File: config.mk
export PLATFORM = sky130hd
export DESIGN_NAME = ubdc_div_step
export DESIGN_NICKNAME = d
export VERILOG_FILES = /design/src/sv/ubdc_pkg.sv /design/src/sv/ubdc_div_step.sv
export SDC_FILE = /design/constraint.sdc
export NUM_CORES = 1
export LEC_CHECK = 0
export BUFFER_PORTS_ARGS = -buffer_cell sky130_fd_sc_hd__buf_2
export CAP_MARGIN = 10
export CORE_MARGIN = 2
export CORE_UTILIZATION = 35
export CTS_CLUSTER_SIZE = 28
export DETAILED_ROUTE_END_ITERATION = 8
export PLACE_DENSITY = 0.59
export SKIP_LAST_GASP = 1
export SYNTH_ARGS = -nofsm -noshare
export SYNTH_HDL_FRONTEND = slang
export SYNTH_SLANG_ARGS = --single-unit
export TNS_END_PERCENT = 10
File: constraint.sdc
create_clock -name clk -period 1.4 [get_ports clk]
set_input_delay 0.07 -clock clk [delete_from_list [all_inputs] [get_ports clk]]
set_output_delay 0.07 -clock clk [all_outputs]
set_load 0.02 [all_outputs]
File: src/sv/ubdc_pkg.sv
// Package for the UART baud divisor calculator: widths, register indexes,
// the fixed reference clock and the divider stage record.
// Depends on nothing; used by every module of the block.
`default_nettype none
package ubdc_pkg;

	localparam int unsigned BAUD_W = 24;
	localparam int unsigned CLK_W  = 27;
	localparam int unsigned QUO_W  = 24;
	localparam int unsigned NUM_W  = CLK_W + 4;
	localparam int unsigned REM_W  = BAUD_W;
	localparam int unsigned MUL_W  = BAUD_W + 16;
	localparam int unsigned CMP_W  = MUL_W + 4;
	localparam int unsigned INT_W  = 16;
	localparam int unsigned FRAC_W = 6;
	localparam int unsigned RND_W  = INT_W + FRAC_W;
	localparam int unsigned ODATA_W = 24;

	localparam logic [CLK_W-1:0] FIXED_CLOCK_HZ = 27'd16000000;
	localparam logic [CLK_W-1:0] SYS_CLOCK_RESET = 27'd16000000;

	localparam logic [1:0] CFG_CLOCK_SOURCE = 2'd0;
	localparam logic [1:0] CFG_SYSTEM_CLOCK = 2'd1;
	localparam logic [1:0] CFG_SMART_CARD   = 2'd2;

	typedef struct packed {
		logic              zero;
		logic              force16;
		logic              too_large;
		logic [BAUD_W-1:0] baud;
		logic [NUM_W-1:0]  num;
		logic [REM_W-1:0]  rem;
		logic [QUO_W-1:0]  quo;
	} div_t;

endpackage
`default_nettype wire

File: src/sv/ubdc_div_step.sv
// One restoring division step: produces quotient bit BIT of 16*clock/baud.
// Depends on ubdc_pkg for the stage record and widths.
`default_nettype none
module ubdc_div_step #(
	parameter int unsigned BIT = 0
) (
	input  wire logic         clk,
	input  wire logic         arst_n,
	input  wire logic         en,
	input  wire logic         in_valid,
	input  wire ubdc_pkg::div_t in_data,
	output logic              out_valid,
	output ubdc_pkg::div_t    out_data
);
	import ubdc_pkg::*;

	logic [REM_W:0]   trial;
	logic [REM_W+1:0] diff;
	div_t             nxt;

	always_comb begin
		trial = {in_data.rem, in_data.num[BIT]};
		diff  = {1'b0, trial} - {2'b00, in_data.baud};
		nxt   = in_data;
		if (!diff[REM_W+1]) begin
			nxt.rem      = diff[REM_W-1:0];
			nxt.quo[BIT] = 1'b1;
		end else begin
			nxt.rem = trial[REM_W-1:0];
		end
	end

	always_ff @(posedge clk or negedge arst_n) begin
		if (!arst_n) begin
			out_valid <= 1'b0;
		end else if (en) begin
			out_valid <= in_valid;
		end
	end

	always_ff @(posedge clk) begin
		if (en) begin
			out_data <= nxt;
		end
	end

endmodule
`default_nettype wire

# --- After elaboration in Yosys (flattened, before gate mapping) ---
# Index checks and enable logic that the tools add are counted.
totals:
  register_bits: 107
  latchBits: 0
  ram_bits: 0
  romBits: 0
  inputBits: 110
  output_inout_bits: 107
  mem_count: 0
op_classes:
  add_sub_neg: 1
  mul: 0
  div_mod_pow: 0
  magnitude_cmp: 0
  n_eq_ne: 0
  shifts: 0
  muxes: 1
  n_bitwise: 0
  reduce_logical: 0
ops:
  columns: ["operator", "count"]
  rows:
  - ["25-bit by 24-bit subtractor with 26-bit output", 1]
  - ["24-bit 2-to-1 mux", 1]

# --- Depth between registers and ports, before layout ---
# Gate-level depths: netlist (run 1).
depth:
  ltp_word: 2
  depth_mapped: 10
  ltp_nobuf: 9

# --- Worst setup path after synthesis (run 1) ---
# OpenSTA, ideal clock, no wires.
synth_path:
  path_kind: "input-to-reg"
  startpoint: "input port in_data[100] (netlist bit)"
  endpoint: "register out_data[33] (netlist bit), data pin"
  setup_time_ps: 260
  arrival_time_ps: 1925
  required_ps: 1140
  path_slack_ps: -785
  stages: 10
  n_path_buf: 2
  path_cell_list: "inv_1 > ha_1 > buf_6 > and3_4 > nor2b_4 > a2111oi_4 > o21a_4 > nand3_4 > buf_6 > mux2_4"
synth_rtl:
  columns: ["element", "line", "source"]
  rows:
  - ["start: declaration", "ubdc_div_step.sv:11", "input wire ubdc_pkg::div_t in_data,"]
  - ["end signal: assignment", "ubdc_div_step.sv:43", "out_data <= nxt;"]
  - ["end: declaration", "ubdc_div_step.sv:13", "output ubdc_pkg::div_t out_data"]

==> flow_summary_export.csv, run 1 <==
group,metric,value,unit
run_status,status,"finished with violations",
run_status,violations,"negative setup slack",
finish,final_core_util,0.6094,
global_route,grt_start_max_net_pins,42,
placed_design,dp.cells,900,
logic_synthesis,syn_area,5334,um2
sta,setup_ws,-0.3576,ns
placed_design,place_congestion,0.8855,
sta,holdWs,0.04810,ns
logic_synthesis,syn_inst,394,
sta,worstMarginPinSlew,0.3155,ns
pwr,intPower,0.006554,W
detailed_routing,ant_nets,0,
finish,drive_gt1_frac,0.5364,
sta,setup_viol,25,
sta,min_period,1.758,ns
finish,fin_nets,954,
logic_synthesis,yosys.area.top_type,"edfxtp_1",
global_route,grt_pass1_wl,25850,um
worst_hold_path,hp-class,"input pin to flop",
pwr,power-per-cell-area,1027,nW/um2
detailed_routing,drt_wl_total,17020,um
detailed_routing,routed_wire_length_per_instance,16.80,um
pwr,power_frac_seq,0.421,
logic_synthesis,seq_area_frac_synth,0.6015,
logic_synthesis,syn-num-nets,529,
critical_path,cp.required,1.59,ns
logic_synthesis,syn_area_per_cell,13.54,um2
clock_tree,cts_made_buffers,9,
critical_path,slowest_stage,"mux2_2",
placed_design,dp_hpwl,12090,um
global_route,grt_pass1_vias,4997,
sta,skew,0,ns
job,drv_cap,0,
floorplan,die_height,127.5,um
floorplan,die-width,127.5,um
critical_path,crit_path_start_kind,"input pin",
clock_tree,cts_tree,"built",
critical_path,arrival,1.94,ns
placed_design,io_buffers,216,
clock_tree,clockRootBuffer,"clkbuf_16",
logic_synthesis,ys_async_sr_fraction,0.009346,
detailed_routing,first_pass_iters,4,
pwr,power_switching_share,0.3035,
logic_synthesis,synth-edff-count,106,
finish,syn2layout_area_growth,71.76,%
detailed_routing,route.detailed.drc,0,
finish,final_cells,1013,
logic_synthesis,synth.most_common_cell,"edfxtp_1",
floorplan,ios,217,
pwr,pwr-share-clk,0.280,
global_route,gr-usage-all-layers,0.2050,
detailed_routing,num_vias,4852,
sta,fin_crit_sh,1.255,
placed_design,place_area,7586,um2
sta,max_slew_margin,0.7880,
logic_synthesis,ys_top_cells_by_count,"edfxtp_1, inv_1, nor2_1, ha_1, nand2_1",
sta,hold_viol,0,
clock_tree,cts_max_level,3,
logic_synthesis,yosysTopAreaCellShare,0.5968,
floorplan,row_count,45,
pwr,leakage,3.980,nW
pwr,p_comb_frac,0.299,
logic_synthesis,ys.flop_type,"edfxtp_1",
clock_tree,clock_path_buffers,2,
logic_synthesis,synth.distinct_cells,65,
clock_tree,worstSkewPairLatency,0.35,ns
clock_tree,clk_pin_slew,0.08,ns
logic_synthesis,synthTopCellsByArea,"edfxtp_1, ha_1, mux2_4",
pwr,vdd_drop_max,570.4,uV
pwr,p_sw,0.002856,W
finish,fin_area,9161,um2
critical_path,crit_type,"input pin to flop",
critical_path,crit_fanout,3,
global_route,globalRouteOverflowTotal,0,
sta,slew_viol_final,0,
critical_path,end_kind,"flop",
floorplan,start_util,0.3548,
floorplan,core_region_area,15030,um2
clock_tree,clock-sinks,107,
sta,rsz0062_at_grt,"true",
critical_path,critPathMaxStageDelay,0.36,ns
placed_design,pre_cts_slack,-0.8254,ns
detailed_routing,drt-vias-per-instance,4.790,
detailed_routing,drt-initial-drc-count,245,
critical_path,crit_chain,"buf_2, ha_4, fa_2, nand2b_4, a21oi_4, o21bai_2, a21boi_1, mux2_2, o31ai_1",
floorplan,fp.dieArea,16240,um2
sta,max_freq,0.5690,GHz
logic_synthesis,synth_warnings,0,
logic_synthesis,ys_ff_latch,107,
global_route,antenna_found_initial,2,
[stage by stage]
stage                     TNS (ns)  power (W)
after floorplan             -13.42   0.005363
after global placement      -18.38   0.006431
after detailed placement    -18.94   0.006454
after CTS                   -7.893   0.009431
after global routing        -9.388   0.009838
final                       -7.605   0.009410
[cell usage in the layout (no fill, tap or decap), drive strengths merged, types with 7 or more instances in the layout]
cell / count
a21oi: 24
buf: 337
clkbuf: 9
dlygate4sd3: 85
edfxtp: 106
ha: 24
inv: 31
mux2: 19
nand2: 21
nand3: 8
nand4: 8
nor2: 28
nor3: 7
o211ai: 7
o21ai: 17
[flip-flops by register name (all words and copies together) (netlist names)]
signal     flops
out_valid      1
out_data     106
[metal layers]
metal / up-vias / wire length [um] / track usage
met5: - / 13 / 0
met4: 2 / 342 / 0.06593
met3: 24 / 1092 / 0.05318
met2: 159 / 8339 / 0.3583
met1: 2297 / 7230 / 0.2473
li1: 2370 / - / -
[power groups by stage]
stage	combinational, W	sequential [W]	clock (W)
final	0.00281	0.00396	0.00263
after global routing	0.00302	0.00399	0.00283
after detailed placement	0.00242	0.00403	0
after global placement	0.00241	0.00403	0
after CTS	0.00276	0.00396	0.00271
after floorplan	0.000918	0.00445	0
[worst paths after layout]
| path | startpoint | end | slack (ns) | depth (start not counted) |
|---|---|---|---|---|
| setup reg to reg | out_valid | out_valid | 0.65 | 1 |
| max in group asynchronous | arst_n | out_valid | 0.71 | 3 |
| setup / recovery | in_data[79] | out_data[42] | -0.36 | 9 |
| min in group asynchronous | arst_n | out_valid | 0.58 | 3 |
| hold / removal | in_data[28] | out_data[29] | 0.05 | 2 |
| hold reg to reg | out_valid | out_valid | 0.53 | 1 |
[repair_timing]
item,CTS,global route
pin swaps,16,13
gates cloned,1,0
hold endpoints to repair,84,0
gates resized for setup,46,16
endpoints found under the setup margin,25,25
hold buffers,85,0
setup buffers,9,1
[layout make-up]
| type | count | area (um2) |
|---|---|---|
| repair buffers | 422 | 2935 |
| well taps | 188 | 235.2 |
| flip-flops and latches | 107 | 3208 |
| multi-input cells | 251 | 2344 |
| fillers | 1217 | 5872 |
| inverters | 28 | 122.6 |
| clock inverters | 7 | 88.84 |
| diodes | 1 | 2.502 |
| clock buffers | 9 | 225.2 |
[critical path, delay by kind of cell]
kind                       cells  cell delay (ns)
AOI/OAI and AO/OA              4             0.73
adders and majority gates      2             0.50
buffers and inverters          1             0.12
muxes                          1             0.36
and+or+nand+nor                1             0.16
[kinds of logic (layout without fill, tap and decap cells)]
family                   after synthesis  count (layout)  share of synthesized area
other                                  0               1                          0
multiplexers                          22              22                    0.05208
XOR/XNOR                              10              10                    0.01642
AND/OR/NAND/NOR                      101             101                     0.1002
adder cells (fa/ha/maj)               25              25                    0.06005
flip-flops                           107             107                     0.6015
buffers and inverters                 36             466                    0.03096
AO/OA/AOI/OAI                         93              93                     0.1389
Power figures use the tool's default switching activity.
==> inputs of run 2 (changes only) <==
- ABC_AREA: not set -> 1
- PLACE_DENSITY: 0.59 -> 0.58
==> run 2 against run 1 <==
The run now ends clean; critical endpoint is now out_data[35]; final cell count up 20%; clock skew unchanged; highest routed layer is now met4; combinational power up 2%; via count up 11%; routed wire length up 9.8%; critical path type unchanged; area after synthesis up 5.7%.
==> flow_summary_export.csv, run 2 <==
group,metric,value,unit
clock_tree,cts_max_level,3,
floorplan,ios,217,
floorplan,core_region_area,15830,um2
logic_synthesis,syn-num-nets,710,
logic_synthesis,synth_fa_ha_area_frac,0.05679,
detailed_routing,routed_wire_length_per_instance,15.35,um
floorplan,die_height,130.9,um
worst_hold_path,min_from,"in_data[80]",
sta,skew,0,ns
critical_path,crit_path_start_kind,"input pin",
clock_tree,cts_tree,"built",
logic_synthesis,synth_warnings,0,
detailed_routing,first_pass_iters,4,
global_route,gr-usage-all-layers,0.2105,
finish,mostFrequentLayoutCell,"buf_2",
sta,holdWs,0.02432,ns
pwr,power_switching_share,0.3049,
logic_synthesis,synth_compound_area_frac,0.01309,
global_route,grt_start_max_net_pins,36,
finish,final_cell_mix,"buf_2, nand2_1, buf_4",
pwr,power-per-cell-area,986.8,nW/um2
logic_synthesis,yosys.area_share.simple,0.2595,
clock_tree,cts_made_buffers,9,
critical_path,worstRegToRegCells,1,
pwr,power,0.009493,W
floorplan,row_count,46,
placed_design,place_congestion,0.8692,
critical_path,cp_num_cells,12,
logic_synthesis,seq_area_frac_synth,0.5688,
finish,largest_reg_flops,106,
finish,reg_top3,"out_data (106), out_valid (1)",
clock_tree,clockRootBuffer,"clkbuf_16",
clock_tree,clock-sinks,107,
sta,fin_crit_sh,0.9847,
critical_path,startpoint,"in_data[41]",
detailed_routing,drt_wl_total,18690,um
worst_hold_path,hp-class,"input pin to flop",
detailed_routing,drt-vias-per-instance,4.419,
global_route,grt_pass1_wl,26840,um
logic_synthesis,synth_top_family_by_area,"simple AND/OR/NAND/NOR gates",
global_route,globalRouteOverflowTotal,0,
floorplan,start_util,0.3564,
critical_path,end_kind,"flop",
detailed_routing,route.detailed.drc,0,
detailed_routing,ant_nets,0,
sta,min_period,1.379,ns
global_route,grt_pass1_vias,5322,
logic_synthesis,syn_inst,575,
sta,setup_viol,0,
pwr,pwr-share-clk,0.279,
critical_path,crit_chain,"buf_2, ha_4, nand2_1, nand2_2, nand2_1, nand2_2, a21oi_4, nand3_4, buf_6, buf_12, nand2_2, nand2_1",
floorplan,die-width,130.9,um
pwr,p_sw,0.002894,W
floorplan,fp.dieArea,17150,um2
critical_path,crit_buf_inv,3,
finish,regMostFlops,"out_data",
pwr,leakage,4.669,nW
detailed_routing,num_vias,5378,
placed_design,io_buffers,216,
logic_synthesis,ys_async_sr_fraction,0.009346,
critical_path,crit_type,"input pin to flop",
sta,rsz0062_at_grt,"true",
pwr,intPower,0.006598,W
logic_synthesis,synth.most_common_cell,"nand2_1",
critical_path,arrival,1.50,ns
critical_path,reg2reg_from,"out_valid",
logic_synthesis,syn_area,5640,um2
run_status,status,"complete, no violations",
finish,fin_nets,1131,
clock_tree,clock_path_buffers,2,
sta,max_freq,0.7254,GHz
critical_path,crit_fanout,8,
logic_synthesis,yosysTopAreaCellShare,0.5643,
placed_design,dp_hpwl,13420,um
sta,max_slew_margin,0.7344,
critical_path,slowest_stage,"ha_4",
job,drv_cap,0,
global_route,antenna_found_initial,0,
sta,hold_viol,0,
finish,drive_gt1_frac,0.5095,
worst_hold_path,holdPathStages,2,
logic_synthesis,ys_top_cells_by_count,"nand2_1, edfxtp_1, inv_1, nand3_2",
finish,syn2layout_area_growth,70.54,%
clock_tree,worstSkewPairLatency,0.35,ns
pwr,power_frac_seq,0.418,
pwr,vdd_drop_max,558.6,uV
logic_synthesis,ys_ff_latch,107,
pwr,p_comb_frac,0.303,
logic_synthesis,synth.distinct_cells,33,
logic_synthesis,synthMuxAreaShare,0.001996,
sta,worstMarginPinSlew,0.3984,ns
logic_synthesis,ys.flop_type,"edfxtp_1",
critical_path,path_delay_family,"simple AND/OR/NAND/NOR gates",
logic_synthesis,syn_area_per_cell,9.809,um2
detailed_routing,drt-initial-drc-count,239,
logic_synthesis,synth_xor_area_frac,0.01553,
critical_path,cp.required,1.52,ns
finish,final.fill_count,1370,
logic_synthesis,yosys.area.top_type,"edfxtp_1",
logic_synthesis,synthTopCellsByArea,"edfxtp_1, nand2_1, inv_1",
logic_synthesis,synth-edff-count,106,
sta,slew_viol_final,0,
critical_path,critPathMaxStageDelay,0.25,ns
clock_tree,clk_pin_slew,0.08,ns
finish,antennaDiodeCount,0,
finish,final_core_util,0.6077,
run 2: cell count changes after synthesis, moves of 13 or more:
| cell | previous run | this run |
|---|---|---|
| inv_1 | 28 | 104 |
| nand3_1 | 7 | 22 |
| o21ai_0 | 16 | 3 |
| nand2_1 | 21 | 193 |
| nand3_2 | 0 | 29 |
run 2: logic make-up after synthesis:
group	Yosys count
and+or+nand+nor	301
DFF	107
buffers and inverters	117
xor gates and xnor gates	10
adders and majority gates	25
muxes	1
AOI/OAI and AO/OA	14
run 2: repair_timing:
item / in CTS / in global routing
resized for setup: 7 / 82
gates cloned: 1 / 1
hold buffers: 83 / 0
pin swaps: 2 / 43
endpoints found under the hold margin: 83 / 0
setup endpoints to repair: 22 / 25
setup buffers: 5 / 11
run 2: layer usage:
layer | GRT usage | up-vias | wire length (um)
met5 | 0 | - | 0
li1 | - | 2687 | -
met4 | 0.09449 | 0 | 544
met3 | 0.03909 | 36 | 1068
met2 | 0.3737 | 179 | 9275
met1 | 0.2474 | 2476 | 7798
run 2: per-stage QoR:
| step | area (um2) | setup TNS [ns] | worst slack [ns] | std cells |
|---|---|---|---|---|
| final | 9619 | 0 | 0.02141 | 1217 |
| after global routing | 9619 | -0.2904 | -0.03413 | 1217 |
| after CTS | 9286 | -0.02905 | -0.01820 | 1205 |
| after detailed placement | 8085 | -10.47 | -0.4727 | 1100 |
| after global placement | 8085 | -9.634 | -0.4199 | 1100 |
| after floorplan | 6035 | -1.068 | -0.05909 | 575 |
run 2: cell type report:
| cell class | instances | area [um2] | area share |
|---|---|---|---|
| clock buffers | 10 | 229.0 | 0.02380 |
| repair buffers | 414 | 2875 | 0.2989 |
| multi-input cells | 353 | 2517 | 0.2617 |
| inverters | 111 | 445.4 | 0.04631 |
| flip-flops and latches | 107 | 3208 | 0.3335 |
| well taps | 216 | 270.3 | 0.02810 |
| clock inverters | 6 | 73.82 | 0.007674 |
run 2: worst paths after layout:
path                                     end  slack (ns)
worst max-delay path            out_data[35]        0.02
worst min-delay path            out_data[80]        0.02
min in group asynchronous          out_valid        0.05
max in group asynchronous          out_valid        1.25
worst max register to register     out_valid        0.65
worst min register to register     out_valid        0.52
run 2: power groups by stage:
stage | Combinational [W] | Clock, W | Sequential [W]
4_1_cts | 0.00270 | 0.00271 | 0.00396
3_5_place_dp | 0.00246 | 0 | 0.00403
6_report | 0.00288 | 0.00265 | 0.00396
5_1_grt | 0.00313 | 0.00282 | 0.00399
2_1_floorplan | 0.000944 | 0 | 0.00444
3_3_place_gp | 0.00244 | 0 | 0.00404
