## config.mk

```make
export PLATFORM = sky130hd
export DESIGN_NAME = ubdc_round_select
export DESIGN_NICKNAME = d
export VERILOG_FILES = /design/src/sv/ubdc_pkg.sv /design/src/sv/ubdc_round_select.sv
export SDC_FILE = /design/constraint.sdc
export NUM_CORES = 1
export LEC_CHECK = 0
export BUFFER_PORTS_ARGS = -buffer_cell sky130_fd_sc_hd__buf_2
export CORE_ASPECT_RATIO = 0.75
export CORE_MARGIN = 1
export CORE_UTILIZATION = 42
export DETAILED_ROUTE_END_ITERATION = 10
export GPL_TIMING_DRIVEN = 0
export PLACE_DENSITY = 0.81
export SYNTH_ARGS = -nofsm -noshare
export SYNTH_HDL_FRONTEND = slang
export SYNTH_SLANG_ARGS = --single-unit
```

## constraint.sdc

```tcl
create_clock -name clk -period 0.9 [get_ports clk]
set_input_delay 0.045 -clock clk [delete_from_list [all_inputs] [get_ports clk]]
set_output_delay 0.045 -clock clk [all_outputs]
set_load 0.02 [all_outputs]
```

## src/sv/ubdc_pkg.sv

```systemverilog
// Package for the UART baud divisor calculator: widths, register indexes,
// the fixed reference clock and the divider stage record.
// Depends on nothing; used by every module of the block.
`default_nettype none
package ubdc_pkg;

	localparam int unsigned BAUD_W = 24;
	localparam int unsigned CLK_W  = 27;
	localparam int unsigned QUO_W  = 24;
	localparam int unsigned NUM_W  = CLK_W + 4;
	localparam int unsigned REM_W  = BAUD_W;
	localparam int unsigned MUL_W  = BAUD_W + 16;
	localparam int unsigned CMP_W  = MUL_W + 4;
	localparam int unsigned INT_W  = 16;
	localparam int unsigned FRAC_W = 6;
	localparam int unsigned RND_W  = INT_W + FRAC_W;
	localparam int unsigned ODATA_W = 24;

	localparam logic [CLK_W-1:0] FIXED_CLOCK_HZ = 27'd16000000;
	localparam logic [CLK_W-1:0] SYS_CLOCK_RESET = 27'd16000000;

	localparam logic [1:0] CFG_CLOCK_SOURCE = 2'd0;
	localparam logic [1:0] CFG_SYSTEM_CLOCK = 2'd1;
	localparam logic [1:0] CFG_SMART_CARD   = 2'd2;

	typedef struct packed {
		logic              zero;
		logic              force16;
		logic              too_large;
		logic [BAUD_W-1:0] baud;
		logic [NUM_W-1:0]  num;
		logic [REM_W-1:0]  rem;
		logic [QUO_W-1:0]  quo;
	} div_t;

endpackage
`default_nettype wire

```

## src/sv/ubdc_round_select.sv

```systemverilog
// Final stage: rounds the quotient for both oversampling rates, picks one
// and holds the result in the output register. Depends on ubdc_pkg.
`default_nettype none
module ubdc_round_select (
	input  wire logic                        clk,
	input  wire logic                        arst_n,
	input  wire logic                        en,
	input  wire logic                        in_valid,
	input  wire ubdc_pkg::div_t              in_data,
	output logic                             out_valid,
	output logic                             status,
	output logic                             high_speed,
	output logic [ubdc_pkg::INT_W-1:0]       integer_part,
	output logic [ubdc_pkg::FRAC_W-1:0]      fractional_part
);
	import ubdc_pkg::*;

	logic [QUO_W:0]   r8_full;
	logic [QUO_W-1:0] r16_full;
	logic [RND_W-1:0] r8;
	logic [RND_W-1:0] r16;
	logic [RND_W-1:0] chosen;
	logic             hs;
	logic             err;

	always_comb begin
		r8_full  = ({1'b0, in_data.quo} + {{QUO_W{1'b0}}, 1'b1}) >> 1;
		r16_full = ({1'b0, in_data.quo[QUO_W-1:1]} + {{(QUO_W-1){1'b0}}, 1'b1}) >> 1;
		r8       = r8_full[RND_W-1:0];
		r16      = r16_full[RND_W-1:0];
		err      = in_data.zero || (in_data.force16 && in_data.too_large);
		if (in_data.force16 || (r16[FRAC_W-1:0] < r8[FRAC_W-1:0])) begin
			chosen = r16;
			hs     = 1'b0;
		end else begin
			chosen = r8;
			hs     = 1'b1;
		end
		if (err) begin
			chosen = '0;
			hs     = 1'b0;
		end
	end

	always_ff @(posedge clk or negedge arst_n) begin
		if (!arst_n) begin
			out_valid <= 1'b0;
		end else if (en) begin
			out_valid <= in_valid;
		end
	end

	always_ff @(posedge clk) begin
		if (en) begin
			status          <= err;
			high_speed      <= hs;
			integer_part    <= chosen[RND_W-1:FRAC_W];
			fractional_part <= chosen[FRAC_W-1:0];
		end
	end

endmodule
`default_nettype wire

```

# After elaboration in Yosys (flattened, before gate mapping)
# Cells that the tools add are included.
[classes]
n_addsub = 2
multipliers = 0
div = 0
magnitude_cmp = 1
n_eq_ne = 0
shifts = 0
muxes = 2
n_bitwise = 0
n_reduce_logical = 3
[op_table]
columns = ["op", "n"]
rows = [
  ["$add A23 B1 Y23 const B", 2],
  ["$mux W22", 1],
  ["$lt A6 B6 Y1", 1],
  ["$logic_or A1 B1 Y1", 2],
  ["$logic_and A1 B1 Y1", 1],
  ["$mux W1", 1],
]
[totals]
regBits = 25
latchBits = 0
ramBits = 0
romBits = 0
input_bits = 110
out_inout_bits = 25
word_cells = 13
mem_count = 0

# Logic depth before layout (Yosys ltp)
# Gate-level depths: netlist (run 1).
[logic_depth]
ltp_word = 4
mapped_depth = 13
depth_no_buf = 9

# Worst setup path before layout (run 1)
# Ideal clock, no wire load.
[synth_timing]
path_kind = "input -> register"
from = "input in_data[3] (netlist bit)"
to = "register integer_part[9] (netlist bit), data pin"
setup_ns = 0.268
arrival_ns = 2.087
required_ns = 0.632
setup_slack_ns = -1.454
cell_stages = 13
n_path_buf = 4
path_cell_list = "buf_2 -> and4_1 -> buf_6 -> nand2_4 -> xnor2_1 -> ha_1 -> a21o_1 -> a21oi_1 -> o22a_1 -> buf_2 -> or2_2 -> clkbuf_1 -> o22ai_1"
[synth_between]
elab_chain_len = 4
elab_cells_between_ends = 5
cone_classes = "2 x add/sub; 1 x order compare; 1 x mux; 1 x reduce/logical"
[synth_lines]
columns = ["element", "line_no", "rtl"]
rows = [
  ["from (decl)", "ubdc_round_select.sv:9", "input wire ubdc_pkg::div_t in_data,"],
  ["$add A23 B1 Y23, on equally long branches", "ubdc_round_select.sv:28, ubdc_round_select.sv:27", ""],
  ["$lt A6 B6 Y1", "ubdc_round_select.sv:32", "if (in_data.force16 || (r16[FRAC_W-1:0] < r8[FRAC_W-1:0])) begin"],
  ["$logic_or A1 B1 Y1", "ubdc_round_select.sv:32", ""],
  ["$mux W22 (*)", "ubdc_round_select.sv:32", ""],
  ["to (signal assigned)", "ubdc_round_select.sv:57", "integer_part <= chosen[RND_W-1:FRAC_W];"],
  ["to (decl)", "ubdc_round_select.sv:13", "output logic [ubdc_pkg::INT_W-1:0] integer_part,"],
]
# Mark *: on every way between the ends. The rest lies on a longest branch, timed or not.
# A chain may end at the register's enable or synchronous reset.

# Worst setup path in the final report (run 1)
[layout_timing]
from = "input in_data[2] (netlist bit)"
to = "register integer_part[5] (netlist bit), data pin"
# The elaborated chain is that of the path after synthesis.

==> metrics.cfg, run 1 <==
[outcome]
outcome = complete, but fails checks
violations = negative setup slack

[setup_path]
start_kind = input port
cp-end-kind = flip-flop
cp_data_arrival_time_ns = 2.23
critPathRequiredTime_ns = 1.01
crit_fanout = 6
path_cells = buf_8 > and4_1 > buf_6 > nand2_8 > xnor2_4 > ha_4 > a21o_1 > a21oi_2 > o22a_1 > buf_6 > buf_12 > buf_16 > nor2_2 > a211oi_2
path_class = input port to flip-flop
cpPeakStageDelay_ns = 0.24
cpMaxStageDelayCell = xnor2_4
cp_common_cell = buf_6

[layout]
fin_area_mm2 = 0.002997
fill_cells = 298
num-nets-final = 399
area_growth_pct = 51.39
antennaDiodeCount = 0
layout-drive-gt1-share_pct = 51.96
final_cells = 338

[power_and_ir_drop]
ir_worst_vdd_uv = 806.7
p_sw_share_pct = 33.03
total_power_mw = 3.503
p_int_mw = 2.346
switchingPower_mw = 1.157
pwr-share-seq_pct = 40.9
clock_power_share_pct = 19.4
pwr-share-comb_pct = 39.7
powerDensity_mw_per_mm2 = 1169
p_leak_nw = 1.144

[floorplan]
die_area_mm2 = 0.004994
boundaryPins = 135
die_x_um = 81.27
coreArea_mm2 = 0.004493
rows = 21
die_h_um = 61.46
initial_core_util_pct = 44.05

[yosys]
ys_warn_count = 0
synth_ff_type = edfxtp_1
synthCells = 199
ys_seq_elements = 25
synth_common_cells = 25 x xor2_1, 24 x edfxtp_1, 17 x xnor2_1, 15 x nor2_1
synth_top_area_share_pct = 36.41
syn_area_per_cell_um2 = 9.947
synth_top_area_cell = edfxtp_1
ys_seq_area_share_pct = 37.67
synthTopCellsByArea = edfxtp_1 36%, xor2_1 11%, xnor2_1 7.5%
async_flop_share_pct = 4.000
synth_area_mm2 = 0.001979
synth-edff-count = 24
yosysUniqueCellTypes = 39
syn_nets = 316
synthMostInstantiatedCell = xor2_1

[routing]
dr.pass1.iters = 4
drt-initial-drc-count = 230
post_drt_wl_per_cell_um = 18.84
vias = 2004
postRouteAntennaNets = 0
via_per_inst = 5.929
wl_um = 6367
drc_errors = 0

[flow_run]
cap_viol_max_count = 0

[placed_design]
post-dp-hpwl_um = 3489
placed_area_mm2 = 0.002365
place_ws_ns = -1.913
place.gp.congestion = 0.9214
portBuffers = 50
place_inst = 306

[sta]
fin_ws_ns = -1.228
slew_headroom_pct = 63.61
tightest_slew_ns = 0.5458
period_share_pct = 236.5
hold_slack_ns = 0.09162
rsz0062_at_grt = yes
fin_worst_skew_ns = 0
drv_slew = 0
finalCriticalPeriod_ns = 2.128
hold_viol = 0
max_freq_mhz = 469.9
setup_viol = 25

[cts]
clock_latency_ns = 0.27
clockBufferDepth = 2
cts_made_buffers = 3
clock_sinks = 25
htree_levels = 1
cts_tree = done
clkTransAtPathRegs_ns = 0.08
cts_root_buf = clkbuf_8

[hold_path]
hold_path_class = input port to async pin

[global_routing]
antenna_found_initial = 0
grt_pass1_vias = 1787
grt_max_degree = 26
grtUsageTotal_pct = 25.51
grt_pass1_wl_um = 9149
grt-ovfl-total = 0

==> kinds of logic (layout without fill, tap and decap cells) <==
kind of cell,count (synthesis),after routing,share of synthesized area [%]
buffers and inverters,14,95,3.539
flip-flops,25,25,37.67
AND/OR/NAND/NOR,82,83,25.22
AO/OA/AOI/OAI,27,27,9.482
multiplexers,2,2,1.075
XOR/XNOR,42,42,18.58
adder cells (fa/ha/maj),7,7,4.425
==> state kept, by name, summed over array words and instances (netlist names) <==
signal and flops:
status 1, out_valid 1, high_speed 1, integer_part 16, fractional_part 6
==> power groups by stage <==
stage	logic [mW]	clock network (mW)	registers [mW]
floorplan	0.429	0	1.61
detailed placement	0.908	0	1.45
CTS	1.24	0.659	1.43
global route	1.46	0.723	1.44
global placement	0.882	0	1.45
finish	1.39	0.681	1.43
==> layer usage <==
| metal | routed length (um) | global-route usage [%] |
|---|---|---|
| met1 | 2465 | 33.30 |
| met2 | 2968 | 41.07 |
| met3 | 606 | 4.148 |
| met4 | 328 | 13.78 |
| met5 | 0 | 0 |
==> worst max-delay path, delay by kind of cell <==
family                   cells  cell delay [ns]
AO/OA/AOI/OAI                4             0.74
adder cells (fa/ha/maj)      1             0.24
buffers and inverters        5             0.63
AND/OR/NAND/NOR              3             0.33
XOR/XNOR                     1             0.24
==> layout make-up <==
class | instances | area (um^2) | area share, %
clock buffers | 3 | 41.29 | 1.378
well taps | 57 | 71.32 | 2.380
repair buffers | 79 | 594.3 | 19.83
plain buffers | 11 | 107.6 | 3.591
clock inverters | 1 | 5.005 | 0.1670
flip-flops and latches | 25 | 745.7 | 24.89
multi-input cells | 161 | 1428 | 47.64
inverters | 1 | 3.754 | 0.1253
==> placed cells by master (no fill, tap or decap), types with 2 or more instances in the layout <==
cell type,n
or2_2,4
dlygate4sd3_1,2
clkbuf_8,3
xor2_1,22
nor2_2,2
a21oi_1,3
a211oi_2,5
o22ai_2,5
buf_12,5
a211oi_4,2
buf_4,23
nor2_1,12
nand3_1,11
and4_1,3
xnor2_1,15
ha_1,3
nand2_1,10
buf_8,4
o22ai_1,3
nor3_2,2
buf_2,48
nor4_2,4
xor2_2,2
edfxtp_1,24
a21o_1,2
nand2_4,3
nand4_1,10
nand2_2,2
buf_6,4
nor3_1,4
ha_4,3
a21oi_2,3
or2_4,2
buf_16,2
==> per-stage QoR <==
stage,TNS (ns),utilization (%)
after floorplan,-25.89,-
after global placement,-38.57,52.63
after detailed placement,-39.95,52.63
after CTS,-22.76,64.63
after global routing,-28.60,66.69
final,-26.94,66.69
==> worst paths after layout <==
path / end / cells after the start / slack [ns] / start
max: integer_part[5] / 14 / -1.23 / in_data[2]
min in group clk: integer_part[15] / 3 / 0.17 / in_data[23]
max reg2reg: out_valid / 1 / 0.16 / out_valid
min: out_valid / 2 / 0.09 / arst_n
max in group asynchronous: out_valid / 2 / 0.72 / arst_n
min reg2reg: out_valid / 1 / 0.51 / out_valid
==> timing repair <==
action	CTS	global route
setup buffers	21	3
pin swaps	17	8
endpoints found under the setup margin	23	24
endpoints found under the hold margin	2	0
cloned	4	0
hold buffers	2	0
resized for setup	55	13
No activity file was read; power rests on OpenSTA's default activity.
==> run 2, diff against run 1 <==
Settings changed: CORE_UTILIZATION 42 to 38, PLACE_DENSITY 0.81 to 0.78.
Clock period 0.9 ns to 1.92 ns, I/O delays scaled along.
==> metrics.cfg, run 2 (synthesis gave the netlist of run 1 again) <==
[outcome]
outcome = complete, but fails checks
violations = negative setup slack

[sta]
rsz0062_at_grt = yes
max_freq_mhz = 452.1
period_share_pct = 115.2
fin_ws_ns = -0.2920  ; +0.9361 ns
drv_slew = 0  ; unchanged
setup_tns_ns = -5.147  ; +21.79 ns
finalCriticalPeriod_ns = 2.212
hold_viol = 0  ; unchanged
slew_headroom_pct = 59.03  ; -4.6 points
fin_worst_skew_ns = 0  ; unchanged
tightest_slew_ns = 0.6146  ; +0.06879 ns
setup_viol = 23  ; -8.0%

[routing]
routed.top_layer = met4
via_per_inst = 6.214  ; +4.8%
wl_met3_um = 712  ; +17%
wl_um = 6445  ; +1.2%
post_drt_wl_per_cell_um = 19.12  ; +1.5%
postRouteAntennaNets = 0  ; unchanged
drt-initial-drc-count = 265  ; +15%
drc_errors = 0  ; unchanged
wl_met2_um = 2926  ; -1.4%
wl_met1_um = 2452  ; -0.53%
vias = 2094  ; +4.5%
dr.pass1.iters = 5  ; +1

[layout]
antennaDiodeCount = 0  ; unchanged
utilization_pct = 58.08  ; -8.6 points
reg_top3 = integer_part (16), fractional_part (6)
fill_cells = 368  ; +23%
final_common_cell = buf_2
top_register = integer_part
layout-drive-gt1-share_pct = 49.82  ; -2.1 points
layout_common_cells = 50 x buf_2, 24 x edfxtp_1, 21 x xor2_1, 20 x buf_4, 15 x xnor2_1
area_growth_pct = 45.39
num-nets-final = 395  ; -1.0%
largest_reg_flops = 16  ; unchanged

[power_and_ir_drop]
p_sw_share_pct = 32.34  ; -0.68 points
pwr-share-seq_pct = 42.4  ; +1.5 points
p_leak_nw = 1.096  ; -4.2%
powerDensity_mw_per_mm2 = 548.6  ; -53%
p_int_mw = 1.068  ; -54%
pwr-share-comb_pct = 37.9  ; -1.8 points
switchingPower_uw = 510.6  ; -56%
ir_worst_vdd_uv = 231.2  ; -71%
clock_power_share_pct = 19.7  ; +0.3 points

[floorplan]
coreArea_mm2 = 0.004955  ; +10%
initial_core_util_pct = 39.95  ; -4.1 points
boundaryPins = 135  ; unchanged
die_h_um = 64.51  ; +5.0%
die_area_mm2 = 0.005505  ; +10%
rows = 22  ; +4.8%
die_x_um = 85.34  ; +5.0%

[setup_path]
crit_fanout = 7  ; +1
cp-end-kind = flip-flop
cp_data_arrival_time_ns = 2.31  ; +0.08 ns
critPathRequiredTime_ns = 2.02  ; +1.01 ns
path_class = input port to flip-flop
reg2reg_depth = 1  ; unchanged
start_kind = input port

[cts]
cts_root_buf = clkbuf_8
cts_made_buffers = 3  ; unchanged
cts_tree = done
clkTransAtPathRegs_ns = 0.08  ; about the same
htree_levels = 1  ; unchanged
clockBufferDepth = 2  ; unchanged
clock_sinks = 25  ; unchanged
clock_latency_ns = 0.27  ; about the same

[placed_design]
portBuffers = 50  ; unchanged
post-dp-hpwl_um = 3551  ; +1.8%
place.gp.congestion = 0.8365  ; -9.2%

[hold_path]
hold_path_class = input port to flip-flop
holdPathStages = 2

[global_routing]
grtUsageTotal_pct = 19.08  ; -6.4 points
grt_pass1_vias = 1758  ; -1.6%
grt-ovfl-total = 0  ; unchanged
grt_max_degree = 26  ; unchanged
antenna_found_initial = 0  ; unchanged
grt_pass1_wl_um = 8349  ; -8.7%

[flow_run]
cap_viol_max_count = 0  ; unchanged

run 2: timing repair:
item | CTS | global route
resized for setup | 36 | 20
pin swaps | 12 | 9
gates cloned | 2 | 2
endpoints found under the hold margin | 1 | 0
setup buffers | 12 | 10
setup endpoints to repair | 23 | 23
hold buffers | 1 | 0
run 2: cell type report:
cell class                      count  area [um^2]  share of cell area [%]
Inverter                            1        3.754                  0.1304
Clock buffer                        4        45.04                   1.565
Buffer                             11        106.4                   3.696
Tap cell                           60        75.07                   2.609
Sequential cell                    25        745.7                   25.91
Timing Repair Buffer               75        521.8                   18.13
Multi-Input combinational cell    161         1380                   47.96
run 2: path summary, 6_finish.rpt:
path                            startpoint         endpoint  slack [ns]
worst min-delay path              in_valid        out_valid        0.06
worst max register to register   out_valid        out_valid        1.17
max in group asynchronous           arst_n        out_valid        1.71
worst min register to register   out_valid        out_valid        0.52
worst max-delay path            in_data[2]  integer_part[0]       -0.29
min in group asynchronous           arst_n        out_valid        0.12
run 2: power groups by stage:
stage          sequential (mW)  clock (mW)  combinational [mW]
2_1_floorplan            0.753           0               0.201
3_3_place_gp             0.681           0               0.415
3_5_place_dp             0.682           0               0.423
4_1_cts                  0.670       0.303               0.500
5_1_grt                  0.674       0.330               0.624
6_report                 0.669       0.311               0.598
run 2: critical path, stage by stage:
cell and delay [ns]:
buf_8 0.08, ha_4 0.16, nand3_4 0.13, nor2_1 0.24, xor2_2 0.28, ha_4 0.26, a21oi_2 0.17, o22a_1 0.26
buf_6 0.17, buf_4 0.11, buf_6 0.09, nor2_1 0.04, a211oi_2 0.22
run 2: layer usage:
metal,up-vias,GRT usage [%]
met4,0,5.208
met5,-,0
met1,966,26.02
li1,889,-
met3,52,2.803
met2,187,31.85
run 2: through the flow:
stage / hold WS (ns) / worst slack [ns] / power, mW / cells / instance area [um^2]
global route: 0.07305 / -0.3717 / 1.628 / 337 / 2878
floorplan: -0.1996 / -0.2220 / 0.9543 / 199 / 2043
global placement: -0.1289 / -0.7747 / 1.096 / 309 / 2369
detailed placement: -0.1249 / -0.8574 / 1.106 / 309 / 2369
CTS: 0.07722 / -0.06813 / 1.473 / 326 / 2691
finish: 0.06499 / -0.2920 / 1.579 / 337 / 2878
==> run 3, diff against run 2 <==
Settings changed: CORE_UTILIZATION 38 to 42, CTS_CLUSTER_SIZE set to 12, PLACE_DENSITY 0.78 to 0.82.
Clock period 1.92 ns to 2.2 ns, I/O delays scaled along.
==> metrics.cfg, run 3 (synthesis gave the netlist of run 1 again) <==
[outcome]
outcome = finished, final reports clean

[routing]
drt-initial-drc-count = 185  ; -30%
post_drt_wl_per_cell_um = 15.93  ; -17%
routed.top_layer = met4
wl_met3_um = 308  ; -57%
wl_met2_um = 2427  ; -17%
wl_met1_um = 2243  ; -8.5%
postRouteAntennaNets = 0  ; unchanged
wl_um = 5067  ; -21%
via_per_inst = 5.623  ; -9.5%
vias = 1788  ; -15%
dr.pass1.iters = 5  ; unchanged
drc_errors = 0  ; unchanged

[cts]
clock_sinks = 25  ; unchanged
clkTransAtPathRegs_ns = 0.09  ; about the same
cts_root_buf = clkbuf_8
clock_latency_ns = 0.27  ; about the same
clockBufferDepth = 2  ; unchanged
cts_tree = done
htree_levels = 1  ; unchanged
cts_made_buffers = 3  ; unchanged

[flow_run]
cap_viol_max_count = 0  ; unchanged

[layout]
num-nets-final = 379  ; -4.1%
reg_top3 = integer_part (16), fractional_part (6)
final_common_cell = buf_2
layout-drive-gt1-share_pct = 39.08  ; -11 points
top_register = integer_part
fill_cells = 381  ; +3.5%
largest_reg_flops = 16  ; unchanged
layout_common_cells = 50 x buf_2, 24 x edfxtp_1, 21 x xor2_1, 16 x xnor2_1, 15 x nor2_1
antennaDiodeCount = 0  ; unchanged
area_growth_pct = 29.84

[floorplan]
initial_core_util_pct = 44.05  ; +4.1 points
die_h_um = 61.46  ; -4.7%
die_area_mm2 = 0.004994  ; -9.3%
die_x_um = 81.27  ; -4.8%
coreArea_mm2 = 0.004493  ; -9.3%
boundaryPins = 135  ; unchanged
rows = 21  ; -4.5%

[placed_design]
portBuffers = 50  ; unchanged
post-dp-hpwl_um = 3666  ; +3.2%
place.gp.congestion = 0.9463  ; +13%

[sta]
slew_headroom_pct = 62.98  ; +4.0 points
fin_worst_skew_ns = 0  ; unchanged
rsz0062_at_grt = yes
finalCriticalPeriod_ns = 2.134
period_share_pct = 97.00
tightest_slew_ns = 0.5553  ; -0.05933 ns
hold_slack_ns = 0.07067  ; +0.005674 ns
setup_tns_ns = 0  ; +5.147 ns
setup_viol = 0  ; -100%
hold_viol = 0  ; unchanged
max_freq_mhz = 468.6
drv_slew = 0  ; unchanged

[global_routing]
grt-ovfl-total = 0  ; unchanged
grt_pass1_vias = 1505  ; -14%
grtUsageTotal_pct = 19.91  ; +0.83 points
grt_pass1_wl_um = 7479  ; -10%
antenna_found_initial = 0  ; unchanged
grt_max_degree = 26  ; unchanged

[hold_path]
hold_path_class = input port to flip-flop

[setup_path]
cpPeakStageDelay_ns = 0.21  ; -0.07 ns
worst-r2r-setup-slack_ns = 1.46  ; +0.29 ns
setup.worst_path.end = fractional_part[0]
reg2reg_depth = 1  ; unchanged
path_class = input port to flip-flop
cp-end-kind = flip-flop
critPathRequiredTime_ns = 2.21  ; +0.19 ns
cpMaxStageDelayCell = ha_1
crit_fanout = 10  ; +3
cp_data_arrival_time_ns = 2.15  ; -0.16 ns
r2r_end = out_valid
r2r-start = out_valid
cp-startpoint = in_data[1]
start_kind = input port
path_cells = buf_6 > ha_1 > buf_4 > nand3_2 > xor2_2 > ha_1 > a21o_1 > a21oi_1 > o22a_1 > buf_6 > buf_8 > mux2i_1 > nor2_1

[power_and_ir_drop]
p_leak_nw = 0.9586  ; -13%
ir_worst_vdd_uv = 262.5  ; +14%
powerDensity_mw_per_mm2 = 497.0  ; -9.4%

==> run 3: changes by cell type in the layout (fill, tap and decap cells not counted), sizes merged <==
cell / change
or2: -1
clkbuf: +1
buf: -16
==> run 3: worst max-delay path, delay by kind of cell <==
kind            cells  cell delay (ns)
mux                 1             0.20
xor+xnor            1             0.18
fa+ha+maj           2             0.37
buf+inv             4             0.59
compound gates      3             0.51
simple gates        2             0.18
==> run 3: per-stage QoR <==
step           power [mW]  util (%)  cells  area (um^2)  setup WS, ns
6_report            1.277     57.20    318         2570       0.06610
5_1_grt             1.332     57.20    318         2570      -0.03539
4_1_cts             1.236     54.75    314         2460       0.01397
3_5_place_dp       0.9676     52.55    306         2361       -0.5923
3_3_place_gp       0.9541     52.55    306         2361       -0.5148
2_1_floorplan      0.8319         -    199         2039       0.01848
==> run 3: worst min path at each step <==
stage	slack, ns	from	to	cells after the start
final	0.07	in_valid	out_valid	2
after global routing	0.09	in_valid	out_valid	2
after CTS	0.08	in_valid	out_valid	2
after detailed placement	-0.11	arst_n	out_valid	1
after global placement	-0.12	arst_n	out_valid	1
after floorplan	-0.19	arst_n	out_valid	0
==> run 3: layout make-up <==
class                      instances  area (um^2)  share of cell area, %
sequential                        25        745.7                  29.02
multi-input combinational        160         1276                  49.66
clock buffer                       4        45.04                  1.753
timing repair buffer              58        326.6                  12.71
tap                               57        71.32                  2.775
inverter                           1        3.754                 0.1461
buffer                            13        101.3                  3.944
==> run 3: what timing repair did <==
action | 4_1_cts | 5_1_grt
pin swaps | 0 | 4
setup buffers | 3 | 4
hold buffers | 1 | 0
gates resized for setup | 4 | 16
hold endpoints to repair | 1 | 0
setup endpoints to repair | 23 | 19
==> run 3: routing by layer <==
metal,up-vias,global-route usage (%)
li1,849,-
met1,859,29.40
met2,72,30.83
met3,8,1.926
met4,0,6.122
met5,-,0
==> run 3: report_power, final <==
part           leakage [nW]  internal (mW)  switching (mW)
Combinational         0.694          0.165           0.247
Clock                0.0228          0.130           0.150
Sequential            0.242          0.575          0.0103
